$ cat src/sv/rtcse_pkg.sv
`default_nettype none

package rtcse_pkg;

  // configuration port
  localparam int CfgIdxW  = 2;
  localparam int CfgDataW = 17;

  localparam logic [CfgIdxW-1:0] CFG_POLICY_ENABLE = 2'd0;
  localparam logic [CfgIdxW-1:0] CFG_MIN_OFFSET    = 2'd1;
  localparam logic [CfgIdxW-1:0] CFG_MIN_INTERVAL  = 2'd2;

  // time constants
  localparam int SecPerHour = 3600;
  localparam int SecPerDay  = 86400;
  localparam int MinIvW     = 20;

  // register reset values
  localparam logic        PolicyRst    = 1'b1;
  localparam logic [16:0] MinOffsetRst = 17'd2;
  localparam logic [MinIvW-1:0] MinIvRst = MinIvW'(24 * SecPerHour);

  // calendar limits: any date in a later year is past 2^32-1 seconds
  localparam logic [13:0] YearMin = 14'd2000;
  localparam logic [13:0] YearMax = 14'd2106;

  // seconds arithmetic width for the date conversion, wraps mod 2^36
  localparam int SecsW = 36;
  localparam logic [SecsW-1:0] SecPerYear = SecsW'(365 * SecPerDay);
  localparam logic [SecsW-1:0] SecPerDayW = SecsW'(SecPerDay);
  // era offset in seconds relative to the unix epoch, for era 4 and era 5
  localparam logic [SecsW-1:0] EraLoSecs =
    SecsW'((64'sd4 * 64'sd146097 - 64'sd719468) * 64'sd86400);
  localparam logic [SecsW-1:0] EraHiSecs =
    SecsW'((64'sd5 * 64'sd146097 - 64'sd719468) * 64'sd86400);

  typedef enum logic [2:0] {
    ST_SYNCED  = 3'd0,
    ST_INVALID = 3'd1,
    ST_NOCLOCK = 3'd2,
    ST_SMALL   = 3'd3,
    ST_RATE    = 3'd4
  } status_t;

  typedef struct packed {
    logic        action;
    logic [13:0] year;
    logic [6:0]  month;
    logic [6:0]  day;
    logic [6:0]  hour;
    logic [6:0]  minute;
    logic [6:0]  second;
    logic [31:0] forced_epoch;
    logic [31:0] clock_now;
    logic        clock_read_ok;
  } in_item_t;

  typedef struct packed {
    status_t            status;
    logic [31:0]        write_epoch;
    logic signed [31:0] clock_delta;
  } out_item_t;

  // converted request between the two logic stages
  typedef struct packed {
    logic        action;
    logic        date_ok;
    logic [31:0] target;
    logic [31:0] forced_epoch;
    logic [31:0] clock_now;
    logic        clock_read_ok;
  } conv_t;

  typedef struct packed {
    logic              policy_enable;
    logic [16:0]       min_delta;
    logic [MinIvW-1:0] min_iv_sec;
  } cfg_t;

  // day of the march-based year at which each month starts
  function automatic logic [8:0] month_doy(input logic [3:0] month);
    logic [8:0] doy;
    unique case (month)
      4'd3:    doy = 9'd0;
      4'd4:    doy = 9'd31;
      4'd5:    doy = 9'd61;
      4'd6:    doy = 9'd92;
      4'd7:    doy = 9'd122;
      4'd8:    doy = 9'd153;
      4'd9:    doy = 9'd184;
      4'd10:   doy = 9'd214;
      4'd11:   doy = 9'd245;
      4'd12:   doy = 9'd275;
      4'd1:    doy = 9'd306;
      4'd2:    doy = 9'd337;
      default: doy = 9'd0;
    endcase
    return doy;
  endfunction

endpackage

`default_nettype wire

$ cat src/sv/rtcse_civil.sv
`default_nettype none

module rtcse_civil (
  input  rtcse_pkg::in_item_t item,
  output rtcse_pkg::conv_t    conv
);

  logic        fields_ok;
  logic        m_low;
  logic [13:0] ya;
  logic [13:0] ya_off;
  logic        era_hi;
  logic [8:0]  yoe;
  logic [1:0]  c100;
  logic [9:0]  days_small;
  logic [16:0] hms;
  logic [rtcse_pkg::SecsW-1:0] yoe_secs;
  logic [rtcse_pkg::SecsW-1:0] days_secs;
  logic [rtcse_pkg::SecsW-1:0] era_secs;
  logic [rtcse_pkg::SecsW-1:0] secs;

  // field range check
  assign fields_ok = (item.year >= rtcse_pkg::YearMin) &&
                     (item.year <= rtcse_pkg::YearMax) &&
                     (item.month >= 7'd1) && (item.month <= 7'd12) &&
                     (item.day >= 7'd1) && (item.day <= 7'd31) &&
                     (item.hour <= 7'd23) && (item.minute <= 7'd59) &&
                     (item.second <= 7'd59);

  // march-based year; only eras 4 and 5 occur for accepted years
  assign m_low  = (item.month <= 7'd2);
  assign ya     = item.year - {13'd0, m_low};
  assign era_hi = (ya >= rtcse_pkg::YearMin);
  assign ya_off = ya - rtcse_pkg::YearMin;
  assign yoe    = era_hi ? ya_off[8:0] : 9'd399;

  // century count within the era
  always_comb begin
    if (yoe >= 9'd300) begin
      c100 = 2'd3;
    end else if (yoe >= 9'd200) begin
      c100 = 2'd2;
    end else if (yoe >= 9'd100) begin
      c100 = 2'd1;
    end else begin
      c100 = 2'd0;
    end
  end

  // leap days plus day of year
  assign days_small = {3'd0, yoe[8:2]} - {8'd0, c100}
                    + {1'b0, rtcse_pkg::month_doy(item.month[3:0])}
                    + {3'd0, item.day} - 10'd1;

  assign hms = 17'({10'd0, item.hour} * 17'(rtcse_pkg::SecPerHour))
             + 17'({10'd0, item.minute} * 17'd60)
             + {10'd0, item.second};

  // independent constant products summed once
  assign yoe_secs  = {27'd0, yoe} * rtcse_pkg::SecPerYear;
  assign days_secs = {26'd0, days_small} * rtcse_pkg::SecPerDayW;
  assign era_secs  = era_hi ? rtcse_pkg::EraHiSecs : rtcse_pkg::EraLoSecs;
  assign secs      = yoe_secs + days_secs + {19'd0, hms} + era_secs;

  always_comb begin
    conv.action        = item.action;
    conv.date_ok       = fields_ok && (secs[rtcse_pkg::SecsW-1:32] == '0);
    conv.target        = secs[31:0];
    conv.forced_epoch  = item.forced_epoch;
    conv.clock_now     = item.clock_now;
    conv.clock_read_ok = item.clock_read_ok;
  end

endmodule

`default_nettype wire

$ cat src/sv/rtcse_policy.sv
`default_nettype none

module rtcse_policy (
  input  logic                clk,
  input  logic                rst_n,
  input  logic                fire,
  input  rtcse_pkg::conv_t    conv,
  input  rtcse_pkg::cfg_t     cfg,
  output rtcse_pkg::out_item_t res
);

  logic [31:0] last_sync_r;
  logic [31:0] last_sync_nxt;
  logic [31:0] cur;
  logic [31:0] tgt;
  logic [31:0] offset;
  logic [31:0] mag;
  logic [31:0] ref_sec;
  logic [31:0] since;
  logic        small_off;
  logic        rate_hit;
  logic        sync;

  // target and current time, unreadable clock counts as zero
  assign cur    = conv.clock_read_ok ? conv.clock_now : 32'd0;
  assign tgt    = conv.action ? conv.forced_epoch : conv.target;
  assign offset = tgt - cur;
  assign mag    = offset[31] ? (32'd0 - offset) : offset;

  assign small_off = (mag <= {15'd0, cfg.min_delta});
  assign ref_sec   = (tgt > cur) ? tgt : cur;
  assign since     = ref_sec - last_sync_r;
  assign rate_hit  = (last_sync_r != 32'd0) &&
                     (since < {{(32-rtcse_pkg::MinIvW){1'b0}}, cfg.min_iv_sec});

  // decision in priority order
  always_comb begin
    sync            = 1'b0;
    res.status      = rtcse_pkg::ST_SYNCED;
    res.write_epoch = 32'd0;
    res.clock_delta = 32'sd0;
    priority if (conv.action) begin
      sync            = 1'b1;
      res.write_epoch = tgt;
      res.clock_delta = $signed(offset);
    end else if (!conv.date_ok) begin
      res.status = rtcse_pkg::ST_INVALID;
    end else if (!conv.clock_read_ok) begin
      res.status = rtcse_pkg::ST_NOCLOCK;
    end else if (cfg.policy_enable && small_off) begin
      res.status      = rtcse_pkg::ST_SMALL;
      res.clock_delta = $signed(offset);
    end else if (cfg.policy_enable && rate_hit) begin
      res.status      = rtcse_pkg::ST_RATE;
      res.clock_delta = $signed(offset);
    end else begin
      sync            = 1'b1;
      res.write_epoch = tgt;
      res.clock_delta = $signed(offset);
    end
  end

  // last sync epoch, zero means never synced
  assign last_sync_nxt = (fire && sync) ? tgt : last_sync_r;

  always_ff @(posedge clk) begin
    if (!rst_n) begin
      last_sync_r <= 32'd0;
    end else begin
      last_sync_r <= last_sync_nxt;
    end
  end

  a_sync_updates_last: assert property (@(posedge clk) disable iff (!rst_n)
    fire && (res.status == rtcse_pkg::ST_SYNCED) |=> last_sync_r == $past(res.write_epoch))
    else $error("last sync epoch not updated on synced beat");

  a_skip_keeps_last: assert property (@(posedge clk) disable iff (!rst_n)
    fire && (res.status != rtcse_pkg::ST_SYNCED) |=> $stable(last_sync_r))
    else $error("last sync epoch changed on skipped beat");

  a_forced_syncs: assert property (@(posedge clk) disable iff (!rst_n)
    fire && conv.action |-> res.status == rtcse_pkg::ST_SYNCED)
    else $error("forced set not synced");

endmodule

`default_nettype wire

$ cat src/sv/rtc_sync_calendar_to_epoch_unit.sv
`default_nettype none

// channel | direction | handshake          | payload
// in_     | input     | in_valid/in_stall   | rtcse_pkg::in_item_t
// out_    | output    | out_valid/out_stall | rtcse_pkg::out_item_t
// cfg_    | input     | cfg_we              | cfg_index, cfg_wdata
//
// one beat per cycle sustained while out_stall is low; a taken beat is registered
// after each step (input register, date conversion, policy and last-sync update)
// rst_n is synchronous: clears valid bits, config to defaults, last sync to 0
// out_stall holds the result register; bubbles ahead of it still fill, and
// in_stall rises only when every stage is full and the output is stalled
module rtc_sync_calendar_to_epoch_unit (
  input  logic                                clk,
  input  logic                                rst_n,
  input  logic                                in_valid,
  output logic                                in_stall,
  input  rtcse_pkg::in_item_t                 in_data,
  output logic                                out_valid,
  input  logic                                out_stall,
  output rtcse_pkg::out_item_t                out_data,
  input  logic                                cfg_we,
  input  logic [rtcse_pkg::CfgIdxW-1:0]       cfg_index,
  input  logic [rtcse_pkg::CfgDataW-1:0]      cfg_wdata
);

  logic                 v0_r, v0_nxt;
  logic                 v1_r, v1_nxt;
  logic                 v2_r, v2_nxt;
  rtcse_pkg::in_item_t  s0_r;
  rtcse_pkg::conv_t     s1_r;
  rtcse_pkg::out_item_t s2_r;
  rtcse_pkg::conv_t     conv;
  rtcse_pkg::out_item_t res;
  rtcse_pkg::cfg_t      cfg_r, cfg_nxt;
  logic                 adv0, adv1, adv2;
  logic                 fire;

  // stage advance, each stage moves when empty or when the next one moves
  assign adv2 = !v2_r || !out_stall;
  assign adv1 = !v1_r || adv2;
  assign adv0 = !v0_r || adv1;
  assign fire = adv2 && v1_r;

  assign in_stall  = !adv0;
  assign out_valid = v2_r;
  assign out_data  = s2_r;

  assign v0_nxt = adv0 ? in_valid : v0_r;
  assign v1_nxt = adv1 ? v0_r : v1_r;
  assign v2_nxt = adv2 ? v1_r : v2_r;

  // configuration writes, interval kept in seconds
  always_comb begin
    cfg_nxt = cfg_r;
    if (cfg_we) begin
      unique case (cfg_index)
        rtcse_pkg::CFG_POLICY_ENABLE: cfg_nxt.policy_enable = cfg_wdata[0];
        rtcse_pkg::CFG_MIN_OFFSET:    cfg_nxt.min_delta = cfg_wdata;
        rtcse_pkg::CFG_MIN_INTERVAL:  cfg_nxt.min_iv_sec =
          rtcse_pkg::MinIvW'({{(rtcse_pkg::MinIvW-8){1'b0}}, cfg_wdata[7:0]}
                             * rtcse_pkg::MinIvW'(rtcse_pkg::SecPerHour));
        default: cfg_nxt = cfg_r;
      endcase
    end
  end

  rtcse_civil u_civil (
    .item (s0_r),
    .conv (conv)
  );

  rtcse_policy u_policy (
    .clk   (clk),
    .rst_n (rst_n),
    .fire  (fire),
    .conv  (s1_r),
    .cfg   (cfg_r),
    .res   (res)
  );

  // control registers
  always_ff @(posedge clk) begin
    if (!rst_n) begin
      v0_r                 <= 1'b0;
      v1_r                 <= 1'b0;
      v2_r                 <= 1'b0;
      cfg_r.policy_enable  <= rtcse_pkg::PolicyRst;
      cfg_r.min_delta      <= rtcse_pkg::MinOffsetRst;
      cfg_r.min_iv_sec     <= rtcse_pkg::MinIvRst;
    end else begin
      v0_r  <= v0_nxt;
      v1_r  <= v1_nxt;
      v2_r  <= v2_nxt;
      cfg_r <= cfg_nxt;
    end
  end

  // payload registers
  always_ff @(posedge clk) begin
    if (in_valid && adv0) begin
      s0_r <= in_data;
    end
    if (v0_r && adv1) begin
      s1_r <= conv;
    end
    if (fire) begin
      s2_r <= res;
    end
  end

  a_skip_no_write: assert property (@(posedge clk) disable iff (!rst_n)
    v2_r && (s2_r.status != rtcse_pkg::ST_SYNCED) |-> s2_r.write_epoch == 32'd0)
    else $error("write epoch set on a skipped result");

  a_reject_no_offset: assert property (@(posedge clk) disable iff (!rst_n)
    v2_r && (s2_r.status == rtcse_pkg::ST_INVALID || s2_r.status == rtcse_pkg::ST_NOCLOCK)
    |-> s2_r.clock_delta == 32'sd0)
    else $error("offset set on a rejected request");

  a_stall_only_full: assert property (@(posedge clk) disable iff (!rst_n)
    in_stall |-> v0_r && v1_r && v2_r && out_stall)
    else $error("input stalled with a free stage");

  a_out_from_stage: assert property (@(posedge clk) disable iff (!rst_n)
    $rose(v2_r) |-> $past(v1_r))
    else $error("result appeared without a converted request");

endmodule

`default_nettype wire
$ cat config.mk
export PLATFORM = sky130hd
export DESIGN_NAME = rtc_sync_calendar_to_epoch_unit
export DESIGN_NICKNAME = d
export VERILOG_FILES = /design/src/sv/rtcse_pkg.sv /design/src/sv/rtcse_civil.sv /design/src/sv/rtcse_policy.sv /design/src/sv/rtc_sync_calendar_to_epoch_unit.sv
export SDC_FILE = /design/constraint.sdc
export NUM_CORES = 1
export LEC_CHECK = 0
export BUFFER_PORTS_ARGS = -buffer_cell sky130_fd_sc_hd__buf_4
export CAP_MARGIN = 25
export CELL_PAD_IN_SITES_DETAIL_PLACEMENT = 1
export CELL_PAD_IN_SITES_GLOBAL_PLACEMENT = 2
export CORE_AREA = 3 3 294 296
export DETAILED_ROUTE_END_ITERATION = 8
export DIE_AREA = 0 0 297 299
export PLACE_DENSITY_LB_ADDON = 0.1
export RECOVER_POWER = 50
export SLEW_MARGIN = 20
export SYNTH_ARGS = -nofsm -noshare
export SYNTH_HDL_FRONTEND = slang
export SYNTH_HIERARCHICAL = 1
export SYNTH_SLANG_ARGS = --single-unit
$ cat constraint.sdc
create_clock -name clk -period 14.4 [get_ports clk]
set_input_delay 0.72 -clock clk [delete_from_list [all_inputs] [get_ports clk]]
set_output_delay 0.72 -clock clk [all_outputs]
set_load 0.01 [all_outputs]
==> flow_summary.toml <==
[floorplanning]
die_y_um = 299
fp.dieW_um = 297
dieArea_mm2 = 0.0888
ios = 208
num_rows = 106
start_util_pct = 36.1
core_mm2 = 0.0838

[detailed_routing]
wl_per_cell_um = 20.7
vias_per_cell = 5.20
firstDrtPassIters = 5
dr_total_vias = 23200
drtIter0Drc = 872
drcViolationCount = 0
ant_nets = 0
routed_wl_um = 92500

[clock_tree]
cts_tree = "yes"
path_clk_slew_ps = 60
cts_buffers = 44
cts.sinks = 350
hold_buffers = 0
htreeDepth = 2
cts-root-buf = "clkbuf_16"
clockBufferDepth = 3
clkLatencyLatePin_ps = 600

[yosys]
async_flop_share_pct = 0
synth_cell_type_count = 111
syn_area_per_cell_um2 = 9.60
synth_area_mm2 = 0.0303
syn_inst = 3152
ys_ff_latch = 350
synth-seq-area-share_pct = 32.4
synth_edf_count = 281
yosysWarnings = 6
synth_ff_type = "edfxtp_1"

[worst_setup_path]
critPathMaxStageDelay_ps = 520
cp.required_ps = 14810
cp_max_fo = 6
path_class = "reg -> reg"
cp-end-kind = "flop"
crit_slowest_cell = "fa_1"
crit_path_frequent_cell = "ha_1"
cp-start-kind = "flop"
rrSetupSlack_ps = 850
crit_arrival_ps = 13960

[finish]
drive_above_1_share_pct = 12.1
fin_nets = 3975
fin_area_mm2 = 0.0342
final.fill_count = 9511
area_growth_pct = 12.9

[timing]
drv_slew = 146
setup_viol = 0
slew_headroom_pct = -46.4
fin_ws_ps = 845
min_period_ps = 13550
clock_skew_ps = 27.7
final_hold_viol_count = 0
timing.final.crit_share_pct = 94.1
max_freq_mhz = 73.8
worstMarginPinSlew_ps = 2200
setup-tns-final_ps = 0
hold_ws_ps = 312

[global_routing]
grt_pass1_vias = 25100
overflow = 0
grt_max_degree = 70
antenna_found_initial = 2
grt_pass1_wl_um = 144000
grtUsageTotal_pct = 20.6

[place]
dp_hpwl_um = 77100
port_buffers = 207
placed_area_mm2 = 0.0327
place.gp.congestion = 0.875
dpl_worst_slack_ps = 156

[status]
failed_checks = "max-capacitance violations, max-slew violations"
outcome = "complete, but fails checks"

[min_path]
hp-class = "in -> reg"

[job]
drv_cap = 4
==> metrics by stage <==
stage,cells,util [%]
global placement,4378,39.0
floorplan,3155,-
detailed placement,4379,39.0
finish,4468,40.8
global route,4466,40.8
CTS,4459,40.8
==> synthesized netlist by cell type, types with 56 or more instances <==
master	count	share of area [%]
o21ai_0	142	2.3
xnor2_1	117	3.4
edfxtp_1	281	28
dfxtp_1	69	4.6
a21o_1	71	1.8
ha_1	441	18
inv_1	390	4.8
nand2_1	269	3.3
xor2_1	56	1.6
clkbuf_1	73	0.91
a21oi_1	204	3.4
nor2_1	147	1.8
fa_1	97	6.4
buf_4	69	1.7
==> flip-flops by register name (all words and copies together) (netlist names) <==
| name | flops |
|---|---|
| s0_r | 115 |
| s1_r | 99 |
| out_data | 67 |
| cfg_r | 34 |
| u_policy/last_sync_r | 32 |
| out_valid | 1 |
| v0_r | 1 |
| v1_r | 1 |
==> worst paths after layout <==
| kind | from | to | cells past startpoint |
|---|---|---|---|
| setup / recovery | s0_r[98]$_DFFE_PP_ | s1_r[97]$_DFFE_PP_ | 62 |
| hold / removal | in_data[10] | s0_r[10]$_DFFE_PP_ | 1 |
| setup reg to reg | s0_r[98]$_DFFE_PP_ | s1_r[97]$_DFFE_PP_ | 62 |
| hold reg to reg | s0_r[66]$_DFFE_PP_ | s1_r[66]$_DFFE_PP_ | 0 |
==> worst max-delay path: cells and delay by family (launching register included) <==
kind	cells	cell delay (ps)
fa+ha+maj	15	4950
simple gates	17	3300
compound gates	20	3450
xor+xnor	2	360
buf+inv	7	700
flops	1	380
mux	1	220
==> cell families (layout without fill, tap and decap cells) <==
| group | Yosys count | count (layout) | synth area share [%] |
|---|---|---|---|
| buffers and inverters | 559 | 736 | 8.00 |
| xor gates and xnor gates | 175 | 175 | 5.11 |
| and+or+nand+nor | 750 | 750 | 12.3 |
| muxes | 13 | 13 | 0.455 |
| DFF | 350 | 350 | 32.4 |
| other | 1 | 6 | 0.0124 |
| adders and majority gates | 538 | 538 | 24.6 |
| AOI/OAI and AO/OA | 766 | 766 | 17.0 |
==> area by class of cell <==
type / instances / area [um2] / area share (%)
antenna: 2 / 5.00 / 0.0146
clock buffer: 50 / 1120 / 3.29
clock inverter: 30 / 365 / 1.07
inverter: 395 / 1490 / 4.35
multi-input combinational: 2246 / 18200 / 53.2
sequential: 350 / 9820 / 28.7
tap: 1134 / 1420 / 4.15
timing repair buffer: 261 / 1780 / 5.20
==> cells in the final DEF, fill, tap and decap left out, types with 69 or more instances in the layout <==
master and instances:
clkbuf_4 92, a21o_1 71, nor2_1 147, nand2_1 268
a21oi_1 202, buf_4 120, o21ai_0 141, fa_1 97
ha_1 438, inv_1 388, xnor2_1 115, edfxtp_1 281
dfxtp_1 69
==> timing repair <==
| item | 4_1_cts | 5_1_grt |
|---|---|---|
| setup buffers | 0 | 7 |
| resized for setup | 0 | 23 |
| setup endpoints to repair | 0 | 8 |
| hold endpoints to repair | 0 | 0 |
==> metal layers <==
layer  routed length, um  share of wire, %  global-route usage [%]  up-vias
met2               48400                52                    39.3      305
met1               38900                42                    24.2    11400
met3                2400               2.6                    2.27      113
met5                  13             0.014                       0        -
li1                    -                 -                       -    11400
met4                2680               2.9                    6.00        2
Power is not shown: default switching activity piles up to over one toggle a cycle in this logic, so the estimate is an artifact.
